[config.mk]
export PLATFORM = sky130hd
export DESIGN_NAME = ncdd_seq
export DESIGN_NICKNAME = d
export VERILOG_FILES = /design/src/design/ncdd_pkg.sv /design/src/design/ncdd_seq.sv
export SDC_FILE = /design/constraint.sdc
export NUM_CORES = 1
export LEC_CHECK = 0
export BUFFER_PORTS_ARGS = -buffer_cell sky130_fd_sc_hd__clkbuf_2
export CORE_AREA = 2 2 39 41
export CTS_BUF_LIST = sky130_fd_sc_hd__clkbuf_4
export DETAILED_ROUTE_END_ITERATION = 8
export DIE_AREA = 0 0 41 43
export SYNTH_ARGS = -nofsm -noshare
export SYNTH_HDL_FRONTEND = slang
export SYNTH_SLANG_ARGS = --single-unit
[constraint.sdc]
create_clock -name clk -period 3.85 [get_ports clk]
set_clock_uncertainty 0.15 [all_clocks]
set_input_delay 0.77 -clock clk [delete_from_list [all_inputs] [get_ports clk]]
set_output_delay 0.77 -clock clk [all_outputs]
set_load 0.02 [all_outputs]
[src/design/ncdd_pkg.sv]
// ----------------------------------------------------------------------------
// ncdd_pkg
// Shared types, constants and helpers for the nixie crossfade digit driver.
// ----------------------------------------------------------------------------
package ncdd_pkg;

	// Largest value that still fits six tubes
	localparam logic [19:0] VALUE_LIMIT = 20'd999999;

	// x / 10 == (x * DIV10_MUL_20) >> DIV10_SHIFT_20 for every 20-bit x
	localparam logic [19:0] DIV10_MUL_20   = 20'd838861;
	localparam int          DIV10_SHIFT_20 = 23;

	// x / 10 == (x * DIV10_MUL_10) >> DIV10_SHIFT_10 for every 10-bit x
	localparam logic [7:0]  DIV10_MUL_10   = 8'd205;
	localparam int          DIV10_SHIFT_10 = 11;

	localparam logic [3:0]  DECIMAL_BASE   = 4'd10;
	localparam logic [3:0]  SHARE_FIRST    = 4'd8;
	localparam logic [3:0]  SHARE_FINAL    = 4'd2;

	// Reset period of 20 ms, kept as quotient and remainder by ten
	localparam logic [6:0]  PERIOD_Q_RESET = 7'd2;
	localparam logic [3:0]  PERIOD_R_RESET = 4'd0;

	// Datapath operations issued by the microcode
	typedef enum logic [2:0] {
		OP_NONE,
		OP_LOAD,
		OP_SPLIT,
		OP_TUBE_START,
		OP_EMIT_ERR,
		OP_EMIT_PULSE,
		OP_EMIT_STEADY
	} op_t;

	// Control from sequencer to datapath
	typedef struct packed {
		op_t  op;
		logic go;
	} ctl_t;

	// Status from datapath to sequencer
	typedef struct packed {
		logic in_valid;
		logic err;
		logic split_done;
		logic fade_diff;
		logic period_last;
		logic tube_last;
		logic out_free;
	} flags_t;

	function automatic logic is_emit(op_t op);
		return (op == OP_EMIT_ERR) || (op == OP_EMIT_PULSE) || (op == OP_EMIT_STEADY);
	endfunction

	// floor(p / 10) for p below 100, counted against the tens thresholds
	function automatic logic [3:0] tens_of(logic [7:0] p);
		logic [3:0] n;
		n = '0;
		for (int i = 1; i < 10; i++) begin
			if (p >= 8'(i * 10)) n = n + 4'd1;
		end
		return n;
	endfunction

endpackage

[src/design/ncdd_seq.sv]
// ----------------------------------------------------------------------------
// ncdd_seq
// Microcode sequencer: step counter, control store and conditional jumps.
// ----------------------------------------------------------------------------
module ncdd_seq (
	input  logic            clk,
	input  logic            arst_n,
	input  ncdd_pkg::flags_t flags,
	output ncdd_pkg::ctl_t   ctl
);
	import ncdd_pkg::*;

	typedef enum logic [2:0] {
		A_WAIT,
		A_CHECK,
		A_ERR,
		A_SPLIT,
		A_TUBE,
		A_PULSE,
		A_STEADY
	} addr_t;

	typedef enum logic [2:0] {
		C_ALWAYS,
		C_ACCEPT,
		C_ERR,
		C_SPLIT_DONE,
		C_FADE_DIFF,
		C_PERIOD_LAST,
		C_TUBE_LAST
	} cond_t;

	typedef struct packed {
		op_t   op;
		cond_t cond;
		addr_t jt;
		addr_t jf;
	} cword_t;

	// Control store
	function automatic cword_t ucode(addr_t a);
		cword_t w;
		unique case (a)
			A_WAIT:   w = '{OP_LOAD,        C_ACCEPT,      A_CHECK,  A_WAIT};
			A_CHECK:  w = '{OP_NONE,        C_ERR,         A_ERR,    A_SPLIT};
			A_ERR:    w = '{OP_EMIT_ERR,    C_ALWAYS,      A_WAIT,   A_WAIT};
			A_SPLIT:  w = '{OP_SPLIT,       C_SPLIT_DONE,  A_TUBE,   A_SPLIT};
			A_TUBE:   w = '{OP_TUBE_START,  C_FADE_DIFF,   A_PULSE,  A_STEADY};
			A_PULSE:  w = '{OP_EMIT_PULSE,  C_PERIOD_LAST, A_STEADY, A_PULSE};
			A_STEADY: w = '{OP_EMIT_STEADY, C_TUBE_LAST,   A_WAIT,   A_TUBE};
			default:  w = '{OP_NONE,        C_ALWAYS,      A_WAIT,   A_WAIT};
		endcase
		return w;
	endfunction

	addr_t  upc_q;
	cword_t cw;
	logic   cond_hit;
	logic   go;

	assign cw = ucode(upc_q);

	// Select the jump condition
	always_comb begin
		unique case (cw.cond)
			C_ALWAYS:      cond_hit = 1'b1;
			C_ACCEPT:      cond_hit = flags.in_valid;
			C_ERR:         cond_hit = flags.err;
			C_SPLIT_DONE:  cond_hit = flags.split_done;
			C_FADE_DIFF:   cond_hit = flags.fade_diff;
			C_PERIOD_LAST: cond_hit = flags.period_last;
			C_TUBE_LAST:   cond_hit = flags.tube_last;
			default:       cond_hit = 1'b1;
		endcase
	end

	// Hold an emit step until the output register has room
	assign go = !is_emit(cw.op) || flags.out_free;

	assign ctl.op = cw.op;
	assign ctl.go = go;

	// Advance the step counter
	always_ff @(posedge clk or negedge arst_n) begin
		if (!arst_n) begin
			upc_q <= A_WAIT;
		end else if (go) begin
			upc_q <= cond_hit ? cw.jt : cw.jf;
		end
	end

endmodule

# --- Word level (Yosys, flattened, before mapping) ---
# Cells that the tools add are included.
word_totals:
  ramBits: 0
  latch_bits: 0
  inputBits: 9
  wordCells: 24
  rom_bits: 0
  mem_count: 0
  register_bits: 3
  out_inout_bits: 4
op_classes:
  n_lt_le_gt_ge: 0
  n_mul: 0
  bitwise_logic: 0
  eq_ne: 15
  reduce_logical: 5
  n_mux: 3
  n_shift: 0
  n_div: 0
  addsub: 0
op_table:
  columns: ["operator", "n"]
  rows:
  - ["$pmux 12 s7", 1]
  - ["$eq 3x3->1 const B", 9]
  - ["$eq 3x2->1 const B", 4]
  - ["$eq 3x1->1 const B", 2]
  - ["$pmux 1 s6", 1]
  - ["$logic_not 3->1", 1]
  - ["$logic_or 1x1->1", 3]
  - ["$mux 3", 1]
  - ["$logic_not 1->1", 1]

# --- Longest topological paths before layout ---
# Gate-level depths: netlist of run 1.
logic_depth:
  word_depth: 7
  ltp_mapped: 4
  mapped_depth_nobuf: 3

# --- Worst setup path before layout of run 1 ---
# Ideal clock, no wire load.
synth_timing:
  kind: "flip-flop to output port"
  from: "reg upc_q[1]"
  to: "out ctl[0] (netlist name)"
  slack_ns: 1.679
  t_required_ns: 2.930
  t_arrival_ns: 1.251
  path_stages_with_launch: 5
  path_buffers: 1
  path_cell_list: "dfrtp_1 > nand2b_4 > mux2i_1 > nand2b_1 > buf_4"
synth_lines:
  columns: ["item", "line", "source"]
  rows:
  - ["start, declared", "ncdd_seq.sv:56", "addr_t upc_q;"]
  - ["start signal, assigned", "ncdd_seq.sv:88", "upc_q <= cond_hit ? cw.jt : cw.jf;"]
  - ["end, declared", "ncdd_seq.sv:9", "output ncdd_pkg::ctl_t ctl"]

==> summary.txt, run 1 <==
Switch share - 43.3%
Max frequency - 0.454 GHz
CTS resizes - 0
# port buffers - 12
Final core occ - 25.2%
Initial antenna violation count - 0
Hold crit path type - in2async
Flop-to-flop setup slack - 2510 ps
RSZ-0062 raised after global routing - no
Max FFs per register - 3
Gr ovfl total - 0
P_leak - 0.174 nW
Setup bufs post-CTS - 0
Crit-path cells - mux2i_1 -> nand2b_1 -> clkbuf_2
Final RePlAce weighted congestion - 0.648
Synthesized cell area - 258 um^2
Final worst path period need - 2200 ps
Min Hold Slack - 178 ps
Commonest non-fill, non-tap cell in the layout - clkbuf_2
Kind of end point of the critical path - output pin
Worst path depth - 3
Yosys reg bits - 3
Cell Int Power - 0.165 mW
N_diodes - 0
Vias in the first global route - 207
Worst r2r dst - upc_q[0]
WL per Instance - 8.53 um
Starting utilization of the core area - 18.6%
Vias - 251
Clock group share of total power - 21.0%
Worst EP required - 2930 ps
Crit path buf inv count - 1
Setup TNS - 0 ps
Initial DRC count - 4
CP Launch Type - flip-flop
Final Slew Violations - 0
Clock sink total - 3
Synth Instances - 29
TritonRoute pass-1 iters - 4
Logic pwr share - 52.0%
# setup viols final - 0
Drt via density - 4.25
Depth of the most critical reg-to-reg path - 3
Slew @ Worst Pin - 369 ps
Final Hold Viols - 0
DIE AREA - 1760 um^2
First-pass GRT wire length - 869 um
Total CTS buffers - 3
Max_cap viols - 0
RR Startpoint - upc_q[0]
Final #Nets - 53
PwrDens - 834 nW/um^2
Synth-to-layout area growth - 35.4%
Register share of total power - 27.0%
Placeable Area - 1380 um^2
Critical path peak fanout - 13
Largest reg by FF count - upc_q
Share of cells above drive strength 1 - 48.8%
Slowest-stage cell, CP - dfrtp_1
Routed WL - 503 um
Setup CP Type - reg2out
H-Tree Level Count - 1
DRT antenna net count - 0
Yosys cell types - 21
Synthesized Nets - 38
Largest net degree at the start of global routing - 14
Status - complete, no violations
Maximum vdd drop - 0.000252 V
Io pins - 13
# DRC - 0
Die height - 43 um
Post-DP HPWL - 414 um
Slew HR - 75.4%
Crit path DAT - 1280 ps
Clock Path Buffers - 2
Syn_area_per_cell - 8.89 um^2
CTS tree - done
Worst skew pair latency - 230 ps
DIE WIDTH - 41 um
Most frequent cells in the layout - clkbuf_2, clkbuf_4, o21ai_0, dfrtp_1
Overall Power - 0.291 mW
CP peak stage delay - 550 ps
FP Rows - 14
Syn. warnings - 0
Register area share after synthesis - 29.1%
Delay-heaviest family, CP - flip-flops
Switching power - 0.126 mW
Top Registers - upc_q (3)
Total GRT Usage - 7.75%
Clock root buffer - clkbuf_4
CTS Hold Bufs - 0
Clock transition at path regs - 40 ps
Final Cycle Share - 57.2%
layer usage:
metal | track usage [%] | wire, um | up-vias | share of wire [%]
met5 | 0 | 0 | - | 0
met3 | 4.71 | 41 | 0 | 8.2
met4 | 4.00 | 0 | 0 | 0
met1 | 10.1 | 243 | 110 | 48
met2 | 9.69 | 219 | 10 | 44
li1 | - | - | 131 | -
kinds of logic (layout without fill, tap and decap cells):
logic type | after synthesis | after routing | synth area share, %
AOI/OAI and AO/OA | 11 | 11 | 27.7
and+or+nand+nor | 10 | 10 | 29.1
DFF | 3 | 3 | 29.1
buffers and inverters | 4 | 18 | 10.2
muxes | 1 | 1 | 3.88
synth_stat cells:
library cell,number,area (um^2)
nand2b_1,1,6.26
a21oi_1,2,10.0
nor3_1,1,5.00
a21o_2,1,8.76
and2b_1,1,7.51
buf_4,1,7.51
and2b_2,1,8.76
nor2b_4,1,13.8
nand3_1,2,10.0
and2_1,1,6.26
inv_1,2,7.51
o21ai_0,3,15.0
buf_6,1,11.3
mux2i_1,1,10.0
a31o_2,1,8.76
o221ai_1,1,8.76
nand2b_4,1,13.8
dfrtp_1,3,75.1
nand2_1,1,3.75
o21a_1,1,7.51
o22ai_1,2,12.5
worst max-delay path by stage:
stage	start	to
floorplan	upc_q[1]	ctl[0]
global placement	flags[0]	ctl[0]
detailed placement	flags[0]	ctl[0]
CTS	upc_q[0]	ctl[0]
global route	upc_q[0]	ctl[0]
finish	upc_q[0]	ctl[0]
cell type report:
cell class / instances / area, um^2
clock buffer: 4 / 30.0
tap: 16 / 20.0
inverter: 2 / 7.51
fill: 156 / 1030
sequential: 3 / 75.1
timing repair buffer: 12 / 60.1
multi-input combinational: 22 / 156
through the flow:
stage / std cells / instance area, um^2 / setup slack [ps]
6_report: 59 / 349 / 1650
5_1_grt: 59 / 349 / 1490
4_1_cts: 59 / 349 / 1630
3_5_place_dp: 55 / 319 / 1760
3_3_place_gp: 55 / 319 / 1770
2_1_floorplan: 29 / 258 / 1680
power by group through the flow:
stage	Sequential (mW)	Clock (mW)	Combinational (mW)
6_report	0.0785	0.0612	0.151
5_1_grt	0.0832	0.0684	0.172
4_1_cts	0.0782	0.0648	0.153
3_5_place_dp	0.0786	0	0.153
3_3_place_gp	0.0786	0	0.152
2_1_floorplan	0.0650	0	0.138
Power figures use the tool's default switching activity.
==> run 2, diff against run 1 <==
==> constraint.sdc (replaced) <==
create_clock -name clk -period 2.03 [get_ports clk]
set_clock_uncertainty 0.15 [all_clocks]
set_input_delay 0.406 -clock clk [delete_from_list [all_inputs] [get_ports clk]]
set_output_delay 0.406 -clock clk [all_outputs]
set_load 0.02 [all_outputs]
==> run 2 against run 1 <==
  * Design area grew 2.9%
  * Setup slack lost 1500 ps
  * Global-route usage grew 0.10 points
  * Critical path type unchanged
  * Cell count grew 1.7%
  * Critical path depth is the same
  * First-iteration DRC count shrank 100%
  * Die area is the same
  * Power grew 91%
  * Sequential power grew 92%
  * Sequential cell count is the same
  * Count of clock-buffer cells in the layout is the same
  * Wire length grew 8.7%
  * Critical endpoint unchanged
==> summary.txt, run 2 (synthesis gave the netlist of run 1 again) <==
Dpl cell area - 319 um^2 (unchanged)
Final Slew Violations - 0 (unchanged)
Worst EP required - 1470 ps (was 2930 ps)
Status - complete, no violations (unchanged)
Total CTS buffers - 3 (unchanged)
Post-route cell area - 359 um^2 (was 349 um^2)
CP Launch Type - flip-flop (unchanged)
WL per Instance - 9.12 um (was 8.53 um)
Top Registers - upc_q (3) (unchanged)
Clock root buffer - clkbuf_4 (unchanged)
Gr ovfl total - 0 (unchanged)
Critical path peak fanout - 13 (unchanged)
Fill count - 161 (was 156)
Flop-to-flop setup slack - 690 ps (was 2510 ps)
CTS resizes - 0 (unchanged)
# setup viols final - 0 (unchanged)
Commonest non-fill, non-tap cell in the layout - clkbuf_2 (unchanged)
Initial DRC count - 0 (was 4)
TritonRoute pass-1 iters - 1 (was 4)
Worst r2r dst - upc_q[0] (unchanged)
First-pass GRT wire length - 883 um (was 869 um)
Total GRT Usage - 7.85% (was 7.75%)
Clock Path Buffers - 2 (unchanged)
N_diodes - 0 (unchanged)
Reg area - 75.1 um^2 (unchanged)
DIE WIDTH - 41 um (unchanged)
Clock transition at path regs - 40 ps (about the same)
Initial antenna violation count - 0 (unchanged)
Final #Nets - 54 (was 53)
Max FFs per register - 3 (unchanged)
Setup CP Type - reg2out (unchanged)
Share of cells above drive strength 1 - 47.7% (was 48.8%)
DIE AREA - 1760 um^2 (unchanged)
Final Hold Viols - 0 (unchanged)
Final Cycle Share - 91.5%
Routed WL - 547 um (was 503 um)
Vias in the first global route - 219 (was 207)
CP Capture Point - ctl[0] (unchanged)
Most frequent cells in the layout - clkbuf_2, clkbuf_4, o21ai_0, dfrtp_1 (unchanged)
P_leak - 0.178 nW (was 0.174 nW)
Overall Power - 0.556 mW (was 0.291 mW)
Kind of end point of the critical path - output pin (unchanged)
Worst skew pair latency - 230 ps (about the same)
CP startpoint - upc_q[0] (unchanged)
Max_cap viols - 0 (unchanged)
Drt via density - 4.20 (was 4.25)
Largest net degree at the start of global routing - 14 (unchanged)
RSZ-0062 raised after global routing - no (unchanged)
Final RePlAce weighted congestion - 0.632 (was 0.648)
Clock sink total - 3 (unchanged)
Largest reg by FF count - upc_q (unchanged)
Area of the multi-input gates - 156 um^2 (unchanged)
Maximum vdd drop - 0.000452 V (was 0.000252 V)
Vias - 252 (was 251)
Final worst path period need - 1860 ps
Depth of the most critical reg-to-reg path - 3 (unchanged)
Crit path DAT - 1300 ps (was 1280 ps)
Die height - 43 um (unchanged)
Placeable Area - 1380 um^2 (unchanged)
PwrDens - 1550 nW/um^2 (was 834 nW/um^2)
Synth-to-layout area growth - 39.3% (was 35.4%)
CTS tree - done (unchanged)
Slew HR - 74.9% (was 75.4%)
# port buffers - 12 (unchanged)
Starting utilization of the core area - 18.6% (unchanged)
FP Rows - 14 (unchanged)
# DRC - 0 (unchanged)
Io pins - 13 (unchanged)
Setup bufs post-CTS - 0 (unchanged)
DRT antenna net count - 0 (unchanged)
H-Tree Level Count - 1 (unchanged)
CTS Hold Bufs - 1 (was 0)
Hold crit path type - in2async (unchanged)
Slew @ Worst Pin - 377 ps (was 369 ps)
Setup TNS - 0 ps (unchanged)
RR Startpoint - upc_q[0] (unchanged)
Max frequency - 0.538 GHz
-- run 2: cell count changes in the layout (fill, tap and decap cells not counted), sizes merged --
cell,previous run,this run
dlygate4sd3,0,1
-- run 2: final cells by class --
| cell class | count | area share, % |
|---|---|---|
| Clock buffer | 4 | 8.36 |
| Tap cell | 16 | 5.57 |
| Inverter | 2 | 2.09 |
| Sequential cell | 3 | 20.9 |
| Multi-Input combinational cell | 22 | 43.6 |
| Timing Repair Buffer | 13 | 19.5 |
-- run 2: per-layer routing --
| metal | GRT usage (%) | wire (um) |
|---|---|---|
| met5 | 0 | 0 |
| met4 | 6.00 | 0 |
| met3 | 3.14 | 38 |
| met2 | 10.3 | 255 |
| met1 | 9.74 | 252 |
-- run 2: worst min path at each step --
stage / start / to / slack, ps / cells past startpoint
6_report: arst_n / upc_q[0] / 360 / 2
5_1_grt: arst_n / upc_q[0] / 340 / 2
4_1_cts: arst_n / upc_q[0] / 350 / 2
3_5_place_dp: arst_n / upc_q[1] / 60 / 1
3_3_place_gp: arst_n / upc_q[2] / 60 / 1
2_1_floorplan: arst_n / upc_q[0] / -40 / 0
-- run 2: where the power goes --
part	switching, mW	internal (mW)
clock network	0.0298	0.0869
registers	0.0626	0.0885
logic	0.149	0.139
-- run 2: metrics by stage --
stage,util [%],std cells,hold WS [ps],setup slack [ps]
5_1_grt,25.9,60,345,53.3
3_5_place_dp,23.1,55,57.7,416
4_1_cts,25.9,60,348,162
2_1_floorplan,-,29,-39.6,223
6_report,25.9,60,357,172
3_3_place_gp,23.1,55,56.4,473
-- run 2: worst max-delay path: stages (launching register included) --
cell and delay (ps):
dfrtp_1 560, mux2i_1 290, nand2b_1 70, clkbuf_2 150
